**src/rtl/stpah_pkg.sv**
```systemverilog
// Package for the stepper axis pulse generator with homing.
// Holds beat types, command and register codes and reset constants.
// No dependencies.
`timescale 1ns / 1ps
package stpah_pkg;

	localparam int DistW   = 15;
	localparam int PeriodW = 16;
	localparam int CfgIdxW = 3;
	localparam int CfgDataW = 16;

	localparam logic [1:0] CMD_TICK = 2'd0;
	localparam logic [1:0] CMD_MOVE = 2'd1;
	localparam logic [1:0] CMD_HOME = 2'd2;

	localparam logic [1:0] HOME_IDLE    = 2'd0;
	localparam logic [1:0] HOME_SEEK    = 2'd1;
	localparam logic [1:0] HOME_BACKOFF = 2'd2;

	localparam logic [CfgIdxW-1:0] CFG_SEEK_DISTANCE    = 3'd0;
	localparam logic [CfgIdxW-1:0] CFG_SEEK_PERIOD      = 3'd1;
	localparam logic [CfgIdxW-1:0] CFG_BACKOFF_DISTANCE = 3'd2;
	localparam logic [CfgIdxW-1:0] CFG_BACKOFF_PERIOD   = 3'd3;
	localparam logic [CfgIdxW-1:0] CFG_HOME_DIRECTION   = 3'd4;

	localparam logic [DistW-1:0]   SEEK_DISTANCE_RST    = 15'd32000;
	localparam logic [PeriodW-1:0] SEEK_PERIOD_RST      = 16'd600;
	localparam logic [DistW-1:0]   BACKOFF_DISTANCE_RST = 15'd4000;
	localparam logic [PeriodW-1:0] BACKOFF_PERIOD_RST   = 16'd400;
	localparam logic               HOME_DIRECTION_RST   = 1'b1;
	localparam logic [PeriodW-1:0] COMPARE_RST          = 16'd400;

	typedef struct packed {
		logic [1:0]         command;
		logic [DistW-1:0]   distance;
		logic [PeriodW-1:0] period;
		logic               direction;
		logic               limit_switch;
	} cmd_beat_t;

	typedef struct packed {
		logic               step_line;
		logic               direction_line;
		logic               running;
		logic [1:0]         home_phase;
		logic [DistW-1:0]   steps_done;
		logic               move_done;
	} res_beat_t;

	typedef struct packed {
		logic [DistW-1:0]   seek_distance;
		logic [PeriodW-1:0] seek_period;
		logic [DistW-1:0]   backoff_distance;
		logic [PeriodW-1:0] backoff_period;
		logic               home_direction;
	} home_cfg_t;

endpackage

```
**src/rtl/stpah_axis.sv**
```systemverilog
// Axis state and per-beat update: compare counter, step toggle, step count,
// target and limit stop, homing seek and backoff. Depends on stpah_pkg.
`timescale 1ns / 1ps
module stpah_axis
	import stpah_pkg::*;
(
	input  logic      clk,
	input  logic      arst_n,
	input  logic      advance,
	input  cmd_beat_t cmd,
	input  home_cfg_t cfg,
	output res_beat_t res
);

	logic               step_level_q;
	logic [DistW-1:0]   step_counter_q;
	logic [DistW-1:0]   target_steps_q;
	logic [PeriodW-1:0] compare_value_q;
	logic [PeriodW-1:0] tick_counter_q;
	logic               dir_level_q;
	logic               enabled_q;
	logic [1:0]         homing_state_q;

	logic               step_level_d;
	logic [DistW-1:0]   step_counter_d;
	logic [DistW-1:0]   target_steps_d;
	logic [PeriodW-1:0] compare_value_d;
	logic [PeriodW-1:0] tick_counter_d;
	logic               dir_level_d;
	logic               enabled_d;
	logic [1:0]         homing_state_d;
	logic               ended;

	always_comb begin
		step_level_d    = step_level_q;
		step_counter_d  = step_counter_q;
		target_steps_d  = target_steps_q;
		compare_value_d = compare_value_q;
		tick_counter_d  = tick_counter_q;
		dir_level_d     = dir_level_q;
		enabled_d       = enabled_q;
		homing_state_d  = homing_state_q;
		ended           = 1'b0;
		case (cmd.command)
			CMD_TICK: begin
				if (enabled_q) begin
					if (tick_counter_q != compare_value_q) begin
						tick_counter_d = tick_counter_q + 16'd1;
					end else begin
						tick_counter_d = '0;
						if (!step_level_q) begin
							step_level_d = 1'b1;
						end else begin
							step_level_d   = 1'b0;
							step_counter_d = step_counter_q + 15'd1;
							if (step_counter_d >= target_steps_q) begin
								homing_state_d = HOME_IDLE;
								step_counter_d = '0;
								enabled_d      = 1'b0;
								ended          = 1'b1;
							end
							if (cmd.limit_switch && homing_state_d != HOME_BACKOFF) begin
								if (enabled_d)
									ended = 1'b1;
								enabled_d      = 1'b0;
								step_counter_d = '0;
								if (homing_state_d == HOME_SEEK) begin
									homing_state_d  = HOME_BACKOFF;
									dir_level_d     = ~cfg.home_direction;
									target_steps_d  = cfg.backoff_distance;
									compare_value_d = cfg.backoff_period;
									tick_counter_d  = '0;
									enabled_d       = 1'b1;
								end
							end
						end
					end
				end
			end
			CMD_MOVE: begin
				dir_level_d     = cmd.direction;
				target_steps_d  = cmd.distance;
				compare_value_d = cmd.period;
				tick_counter_d  = '0;
				enabled_d       = 1'b1;
			end
			CMD_HOME: begin
				homing_state_d  = HOME_SEEK;
				dir_level_d     = cfg.home_direction;
				target_steps_d  = cfg.seek_distance;
				compare_value_d = cfg.seek_period;
				tick_counter_d  = '0;
				enabled_d       = 1'b1;
			end
			default: begin
			end
		endcase
	end

	always_ff @(posedge clk or negedge arst_n) begin
		if (!arst_n) begin
			step_level_q    <= 1'b0;
			step_counter_q  <= '0;
			target_steps_q  <= '0;
			compare_value_q <= COMPARE_RST;
			tick_counter_q  <= '0;
			dir_level_q     <= 1'b0;
			enabled_q       <= 1'b0;
			homing_state_q  <= HOME_IDLE;
		end else if (advance) begin
			step_level_q    <= step_level_d;
			step_counter_q  <= step_counter_d;
			target_steps_q  <= target_steps_d;
			compare_value_q <= compare_value_d;
			tick_counter_q  <= tick_counter_d;
			dir_level_q     <= dir_level_d;
			enabled_q       <= enabled_d;
			homing_state_q  <= homing_state_d;
		end
	end

	assign res.step_line      = step_level_d;
	assign res.direction_line = dir_level_d;
	assign res.running        = enabled_d;
	assign res.home_phase     = homing_state_d;
	assign res.steps_done     = step_counter_d;
	assign res.move_done      = ended;

	a_stopped_not_homing: assert property (@(posedge clk) disable iff (!arst_n)
		!enabled_q |-> homing_state_q == HOME_IDLE)
		else $error("axis stopped with homing sequence active");

	a_tick_within_compare: assert property (@(posedge clk) disable iff (!arst_n)
		enabled_q |-> tick_counter_q <= compare_value_q)
		else $error("tick counter passed compare value");

	a_done_clears_count: assert property (@(posedge clk) disable iff (!arst_n)
		ended |-> step_counter_d == '0)
		else $error("step count not cleared on stop");

endmodule

```
**src/rtl/stepper_axis_pulse_homing.sv**
```systemverilog
// Top level of the stepper axis pulse generator with homing.
// Holds the beat handshake, input and result registers and configuration.
// Depends on stpah_pkg and stpah_axis.
// A command beat is held in the input register; its result beat then goes to the result register.
// One beat per cycle while res_stall does not hold the result; the single-pass axis update allows this.
// Reset (arst_n low): axis stopped, not homing, configuration at its reset values.
`timescale 1ns / 1ps
module stepper_axis_pulse_homing
	import stpah_pkg::*;
(
	input  logic                clk,
	input  logic                arst_n,
	input  logic                cmd_valid,
	output logic                cmd_stall,
	input  cmd_beat_t           cmd_data,
	output logic                res_valid,
	input  logic                res_stall,
	output res_beat_t           res_data,
	input  logic                cfg_valid,
	output logic                cfg_ready,
	input  logic [CfgIdxW-1:0]  cfg_index,
	input  logic [CfgDataW-1:0] cfg_data
);

	logic      valid_s1;
	cmd_beat_t cmd_s1;
	logic      res_valid_q;
	res_beat_t res_q;
	res_beat_t res_d;
	home_cfg_t cfg_q;
	logic      advance;
	logic      take;

	assign advance   = valid_s1 && (!res_valid_q || !res_stall);
	assign cmd_stall = valid_s1 && !advance;
	assign take      = cmd_valid && !cmd_stall;
	assign cfg_ready = 1'b1;
	assign res_valid = res_valid_q;
	assign res_data  = res_q;

	always_ff @(posedge clk or negedge arst_n) begin
		if (!arst_n) begin
			valid_s1 <= 1'b0;
		end else if (take) begin
			valid_s1 <= 1'b1;
		end else if (advance) begin
			valid_s1 <= 1'b0;
		end
	end

	always_ff @(posedge clk) begin
		if (take)
			cmd_s1 <= cmd_data;
	end

	always_ff @(posedge clk or negedge arst_n) begin
		if (!arst_n) begin
			res_valid_q <= 1'b0;
		end else if (advance) begin
			res_valid_q <= 1'b1;
		end else if (!res_stall) begin
			res_valid_q <= 1'b0;
		end
	end

	always_ff @(posedge clk) begin
		if (advance)
			res_q <= res_d;
	end

	always_ff @(posedge clk or negedge arst_n) begin
		if (!arst_n) begin
			cfg_q.seek_distance    <= SEEK_DISTANCE_RST;
			cfg_q.seek_period      <= SEEK_PERIOD_RST;
			cfg_q.backoff_distance <= BACKOFF_DISTANCE_RST;
			cfg_q.backoff_period   <= BACKOFF_PERIOD_RST;
			cfg_q.home_direction   <= HOME_DIRECTION_RST;
		end else if (cfg_valid && cfg_ready) begin
			case (cfg_index)
				CFG_SEEK_DISTANCE:    cfg_q.seek_distance    <= cfg_data[DistW-1:0];
				CFG_SEEK_PERIOD:      cfg_q.seek_period      <= cfg_data[PeriodW-1:0];
				CFG_BACKOFF_DISTANCE: cfg_q.backoff_distance <= cfg_data[DistW-1:0];
				CFG_BACKOFF_PERIOD:   cfg_q.backoff_period   <= cfg_data[PeriodW-1:0];
				CFG_HOME_DIRECTION:   cfg_q.home_direction   <= cfg_data[0];
				default: begin
				end
			endcase
		end
	end

	stpah_axis u_axis (
		.clk     (clk),
		.arst_n  (arst_n),
		.advance (advance),
		.cmd     (cmd_s1),
		.cfg     (cfg_q),
		.res     (res_d)
	);

	a_advance_fills_result: assert property (@(posedge clk) disable iff (!arst_n)
		advance |=> res_valid_q)
		else $error("result register not loaded after advance");

	a_stall_needs_pending: assert property (@(posedge clk) disable iff (!arst_n)
		cmd_stall |-> valid_s1 && res_valid_q && res_stall)
		else $error("command stalled without a blocked beat");

	a_done_zero_count: assert property (@(posedge clk) disable iff (!arst_n)
		res_valid_q && res_q.move_done |-> res_q.steps_done == '0)
		else $error("result beat reports stop with non-zero step count");

endmodule

```
**config.mk**
```make
export PLATFORM = sky130hd
export DESIGN_NAME = stepper_axis_pulse_homing
export DESIGN_NICKNAME = d
export VERILOG_FILES = /design/src/rtl/stpah_pkg.sv /design/src/rtl/stpah_axis.sv /design/src/rtl/stepper_axis_pulse_homing.sv
export SDC_FILE = /design/constraint.sdc
export NUM_CORES = 1
export LEC_CHECK = 0
export BUFFER_PORTS_ARGS = -buffer_cell sky130_fd_sc_hd__buf_2
export CORE_AREA = 5 5 153 155
export DETAILED_ROUTE_END_ITERATION = 6
export DIE_AREA = 0 0 158 160
export SYNTH_ARGS = -nofsm -noshare
export SYNTH_HDL_FRONTEND = slang
export SYNTH_SLANG_ARGS = --single-unit
export TNS_END_PERCENT = 30
```
**constraint.sdc**
```tcl
create_clock -name clk -period 7.2 [get_ports clk]
set_input_delay 1.44 -clock clk [delete_from_list [all_inputs] [get_ports clk]]
set_output_delay 1.44 -clock clk [all_outputs]
set_load 0.1 [all_outputs]
```
Word level (Yosys, flattened, before mapping)
Cells that the tools add are included.
Word-level totals
  memories kept: 0
  bits of input ports: 59
  memory bits (writable): 0
  memory bits (read-only): 0
  logic and storage cells: 131
  flip-flop bits (word level): 188
  bits in latches: 0
Operators by class
  reductions and logical operators: 23
  order comparisons: 1
  add/subtract/negate cells: 2
  bitwise gates (word level): 4
  equality and inequality tests: 15
  shift operators: 0
  muxes and demuxes: 60
  multiply operators: 0
  div/mod/pow operators: 0
Operators by type and width (count)
  15-bit 2-to-1 mux: 11
  16-bit 2-to-1 mux: 7
  16-bit one-hot mux with 3 select lines: 1
  15-bit one-hot mux with 3 select lines: 1
  16-bit one-hot mux with 2 select lines: 1
  1-bit 2-to-1 mux: 26
  2-bit 2-to-1 mux: 10
  16-bit by 1-bit adder with 16-bit output, second input constant: 1
  16-bit inequality test: 1
  15-bit by 1-bit adder with 15-bit output, second input constant: 1
  15-bit >= comparator: 1
  2-bit by 1-bit inequality test with 1-bit output, second input constant: 5
  2-bit AND reduction: 5
  7-bit AND reduction: 1
  3-bit by 2-bit == test with 1-bit output, second input constant: 2
  2-bit by 1-bit == test with 1-bit output, second input constant: 2
  1-bit logical AND: 4
  1-bit zero test: 4
  2-bit inequality test, second input constant: 2
  1-bit inverter: 4
  2-bit one-hot mux with 2 select lines: 1
  2-bit nonzero test: 2
  4-bit OR reduction: 1
  3-bit by 1-bit == test with 1-bit output, second input constant: 1
  other kinds (10): 10

Longest topological paths before layout
  depth after elaboration: 14
  mapped depth: 16

Hierarchy
Synthesis repeated with hierarchy kept, for this count alone.
Second synthesis, totals
  cell total of the unflattened synthesis: 747
  area total of the unflattened synthesis: 8996.1 sq um
By module, submodules not included
  stpah_axis: sequential area each 1680.4 sq um, area an instance 4737.0 sq um, times used 1, cells each 544
  stepper_axis_pulse_homing: sequential area each 3333.2 sq um, area an instance 4259.1 sq um, times used 1, cells each 203

Worst setup path before layout
Ideal clock, no wire load.
  path kind: input port to output port
  start: input port res_stall
  end: output port cmd_stall
  arrival time: 2.186 ns
  setup slack: 3.574 ns
  stages on the path: 2
  buffers on the path: 0
  path through: nand3_1 -> inv_1
Between the ends
  word-level cells in the longest chain between the ends: 5
RTL lines
  start: declaration: RTL line stepper_axis_pulse_homing.sv:17  | input logic res_stall,
  1-bit zero test
  1-bit logical OR: RTL line stepper_axis_pulse_homing.sv:34  | assign advance = valid_s1 && (!res_valid_q || !res_stall);
  1-bit logical AND: RTL line stepper_axis_pulse_homing.sv:34
  1-bit zero test: RTL line stepper_axis_pulse_homing.sv:35  | assign cmd_stall = valid_s1 && !advance;
  1-bit logical AND: RTL line stepper_axis_pulse_homing.sv:35
  end: declaration: RTL line stepper_axis_pulse_homing.sv:14  | output logic cmd_stall,
Every way passes these cells.

Worst setup path after layout
  start: register u_axis.step_counter_q[0]
  end: register u_axis.dir_level_q
Between the ends
  word-level cells in the longest chain between the ends: 14
  elaborated cells on any way between the ends: 16
RTL lines
  start: declaration: RTL line stpah_axis.sv:16  | logic [DistW-1:0] step_counter_q;
  start signal: assignment: RTL line stpah_axis.sv:112  | step_counter_q <= step_counter_d;
  15-bit by 1-bit adder with 15-bit output (*): RTL line stpah_axis.sv:55  | step_counter_d = step_counter_q + 15'd1;
  15-bit >= comparator (*): RTL line stpah_axis.sv:56  | if (step_counter_d >= target_steps_q) begin
  2-bit 2-to-1 mux (*): RTL line stpah_axis.sv:56
  2-bit 2-to-1 mux (*): RTL line stpah_axis.sv:51  | if (!step_level_q) begin
  2-bit 2-to-1 mux (*): RTL line stpah_axis.sv:47  | if (tick_counter_q != compare_value_q) begin
  2-bit 2-to-1 mux (*): RTL line stpah_axis.sv:46  | if (enabled_q) begin
  2-bit 2-to-1 mux (*): RTL line stpah_axis.sv:44  | case (cmd.command)
  2-bit by 1-bit == test with 1-bit output / 2-bit inequality test (equally long branches): RTL line stpah_axis.sv:67, stpah_axis.sv:62
  1-bit 2-to-1 mux / 1-bit logical AND (equally long branches): RTL line stpah_axis.sv:67, stpah_axis.sv:62
  1-bit 2-to-1 mux (*): RTL line stpah_axis.sv:62  | if (cmd.limit_switch && homing_state_d != HOME_BACKOFF) begin
  1-bit 2-to-1 mux (*): RTL line stpah_axis.sv:51
  1-bit 2-to-1 mux (*): RTL line stpah_axis.sv:47
  1-bit 2-to-1 mux (*): RTL line stpah_axis.sv:46
  1-bit one-hot mux with 3 select lines (*): RTL line stpah_axis.sv:44
  end signal: assignment: RTL line stpah_axis.sv:116  | dir_level_q <= dir_level_d;
  end: declaration: RTL line stpah_axis.sv:20  | logic dir_level_q;
Every way passes the cells marked *; elsewhere a longest branch is shown, timed or not. The select of a mux whose other input is x is not followed.
A chain may end at the register's enable or synchronous reset.

==> key figures <==
Outcome
  – Status: completed

Power
  – Peak supply drop: 175 uV
  – PD cells: 297 nW/um2
  – Leakage: 0.00439 uW
  – Total Power: 3240 uW

Timing
  – Max_slew headroom: 28.1%
  – Hold_ws: 483 ps
  – Final setup fails: 0
  – Unrepaired setup endpoints after global routing: false
  – Hold Violations, Final: 0
  – Setup ws final: 3180 ps
  – Setup_tns: 0 ps
  – Final min period: 4020 ps
  – Slew Limit Fails: 0
  – Final Cycle Share: 55.9%
  – FMAX: 249 MHz
  – Least-Margin Pin Slew: 1080 ps
  – Final Skew: 13.8 ps

Route
  – Post-DRT Antenna Nets: 0
  – Post-route DRC violation count: 0
  – Vias per cell: 5.78
  – Vias: 7067
  – DRT iter0 DRCs: 447
  – DR pass1 iterations: 5
  – Wire length per cell: 18.9 um
  – Drt total wl: 23100 um

Finish
  – Antenna diodes: 0
  – # nets final: 1009
  – Filler cells: 1994
  – Commonest non-fill, non-tap cells in the layout: 109 x dfrtp_1, 85 x nand2_1, 80 x buf_2
  – Area growth syn-to-layout: 13.6%
  – Commonest non-fill, non-tap cell in the layout: dfrtp_1
  – Util after Layout: 50.3%
  – Layout cell share with drive strength beyond 1: 24.1%

Place
  – Routability cong.: 0.816
  – HPWL after detailed placement: 15400 um
  – Pre-CTS setup slack: 3220 ps
  – PortBufs: 81

Yosys
  – Predominant post-synthesis flop cell: dfrtp_1
  – Share of Yosys cell area claimed by the top area cell type: 28.4%
  – Sequential-to-total area share from yosys stat: 52.2%
  – Cell variety after synth: 61
  – Syn Area/Cell: 10.9 um2
  – Synth Warn #: 0
  – Synthesized flop and latch total: 188
  – Cells after synthesis: 877
  – EDFF count, synth: 56
  – Syn Std Cell Area: 9600 um2
  – Top post-synthesis cells by area: dfrtp_1 28%, edfxtp_1 18%, mux2_2 7.4%
  – Asr flop ratio synth: 70.2%
  – Area leader, netlist: dfrtp_1
  – Syn Nets: 957

CTS
  – CTS Buf Count: 17
  – CTS tree: built
  – Cts hold-fix bufs: 0
  – Post-CTS Setup Bufs: 0
  – H-tree lvl count: 4
  – Worst-skew pair later-pin latency: 440 ps
  – Post-cts sizing count: 0
  – Max clock buf depth: 2
  – Worst-path clk slew: 70 ps
  – CTS sink count: 188
  – Clock root buffer: clkbuf_16

Worst setup path
  – Critical Path Max Stage Delay: 460 ps
  – Startpoint Class: register
  – CP arrival: 4360 ps
  – Crit path max-delay cell type: o41a_1
  – CP Cell Sequence: ha_1 -> nand3_1 -> nor3_1 -> nand3_1 -> nor2_1 -> xor2_1 -> ha_1 -> and4_1 -> a221o_1 -> a21o_1 -> buf_4 -> o41a_1 -> a311oi_1
  – CP top delay family: compound AO/OA/AOI/OAI gates
  – WP data required: 7540 ps
  – Critical-path maximum fanout: 52
  – Crit Path Category: register to register
  – Critical path buffers and inverters: 1
  – CP Capture Type: register

Global route
  – Initial antenna violation count: 0
  – Number of global-route vias before repair: 6886
  – Overall Global Routing Usage: 18.7%
  – Largest net degree at the start of global routing: 81
  – Grt total ovfl: 0
  – First-pass GRT wire length: 38200 um

Job
  – Max-Cap Viols: 0

Floorplanning
  – I/O pin count: 83
  – Die width: 158 um
  – Core Area: 21700 um2
  – Die height: 160 um
  – Starting Density: 44.3%
  – Row count: 54
  – DIE AREA: 25300 um2

Worst hold path
  – Worst hold-check path type: register to register
==> through the flow <==
stage | cell area, um2 | cells
floorplan | 9600 | 877
global placement | 10300 | 1190
detailed placement | 10300 | 1190
CTS | 10900 | 1222
global route | 10900 | 1222
finish | 10900 | 1222
==> registers in the layout, summed over array words and instances (netlist names), 2 cells and up <==
name	flops
u_axis.tick_counter_q	16
u_axis.target_steps_q	15
u_axis.step_counter_q	15
u_axis.homing_state_q	2
cmd_s1	35
u_axis.compare_value_q	16
res_data	21
cfg_q	63
==> metal layers <==
metal  up-vias  GRT usage, %  share of wire, %
li1       3403             -                 -
met1      3498          29.4                50
met2       149          27.3                45
met3        17          3.06               4.3
met4         0          3.76               1.0
met5         -             0                 0
==> cell usage after synthesis (all sizes together), types with 3 or more instances <==
cell    instances
a21o            7
a21oi           7
a221oi         18
a22oi          37
a31oi          17
a32o           16
and2           17
and3            7
and4            3
buf             9
clkbuf         53
dfrtp         109
dfstp          23
edfxtp         56
ha             21
inv            21
mux2           63
nand2          85
nand2b         12
nand3          38
nand4          11
nor2           43
nor2b           6
nor3            6
nor3b           3
nor4            3
o211ai         39
o21ai          21
o22ai          14
o311ai         14
o31ai           4
or3            34
xnor2          28
xor2            7
==> worst register-to-register path: stages, from the launching register on <==
cell      delay (ps)
dfrtp_1          440
ha_1             220
nand3_1          170
nor3_1           340
nand3_1          180
nor2_1           160
xor2_1           280
ha_1             310
and4_1           210
a221o_1          370
a21o_1           230
buf_4            300
o41a_1           480
a311oi_1         240
==> logic make-up after synthesis <==
family	count (synthesis)	share of synthesized area [%]
other	1	0.0391
adders and majority gates	21	2.74
buffers and inverters	84	3.43
and+or+nand+nor	277	14.6
muxes	65	7.60
xor gates and xnor gates	35	3.27
DFF	188	52.2
AOI/OAI and AO/OA	206	16.1
==> area by class of cell <==
cell class	count	area (um2)	area share [%]
Sequential cell	188	5010	46.0
Multi-Input combinational cell	605	4300	39.5
Timing Repair Buffer	95	513	4.70
Clock buffer	17	425	3.90
Tap cell	280	350	3.21
Clock inverter	15	219	2.01
Inverter	22	82.6	0.757
==> power breakdown <==
group	switching, uW	internal [uW]
logic	442	311
clock network	473	539
registers	146	1330
total	1060	2180
==> path summary, 6_finish.rpt <==
path / startpoint / to / slack, ps / cells past startpoint
max: u_axis.step_counter_q[0] / u_axis.dir_level_q / 3180 / 13
min: valid_s1 / res_valid / 480 / 1
max reg2reg: u_axis.step_counter_q[0] / u_axis.dir_level_q / 3180 / 13
min reg2reg: valid_s1 / res_valid / 480 / 1
max in group asynchronous: arst_n / u_axis.target_steps_q[0] / 4720 / 2
min in group asynchronous: arst_n / cfg_q[42] / 1170 / 1
Note: power is estimated with default switching activity, not from simulation.
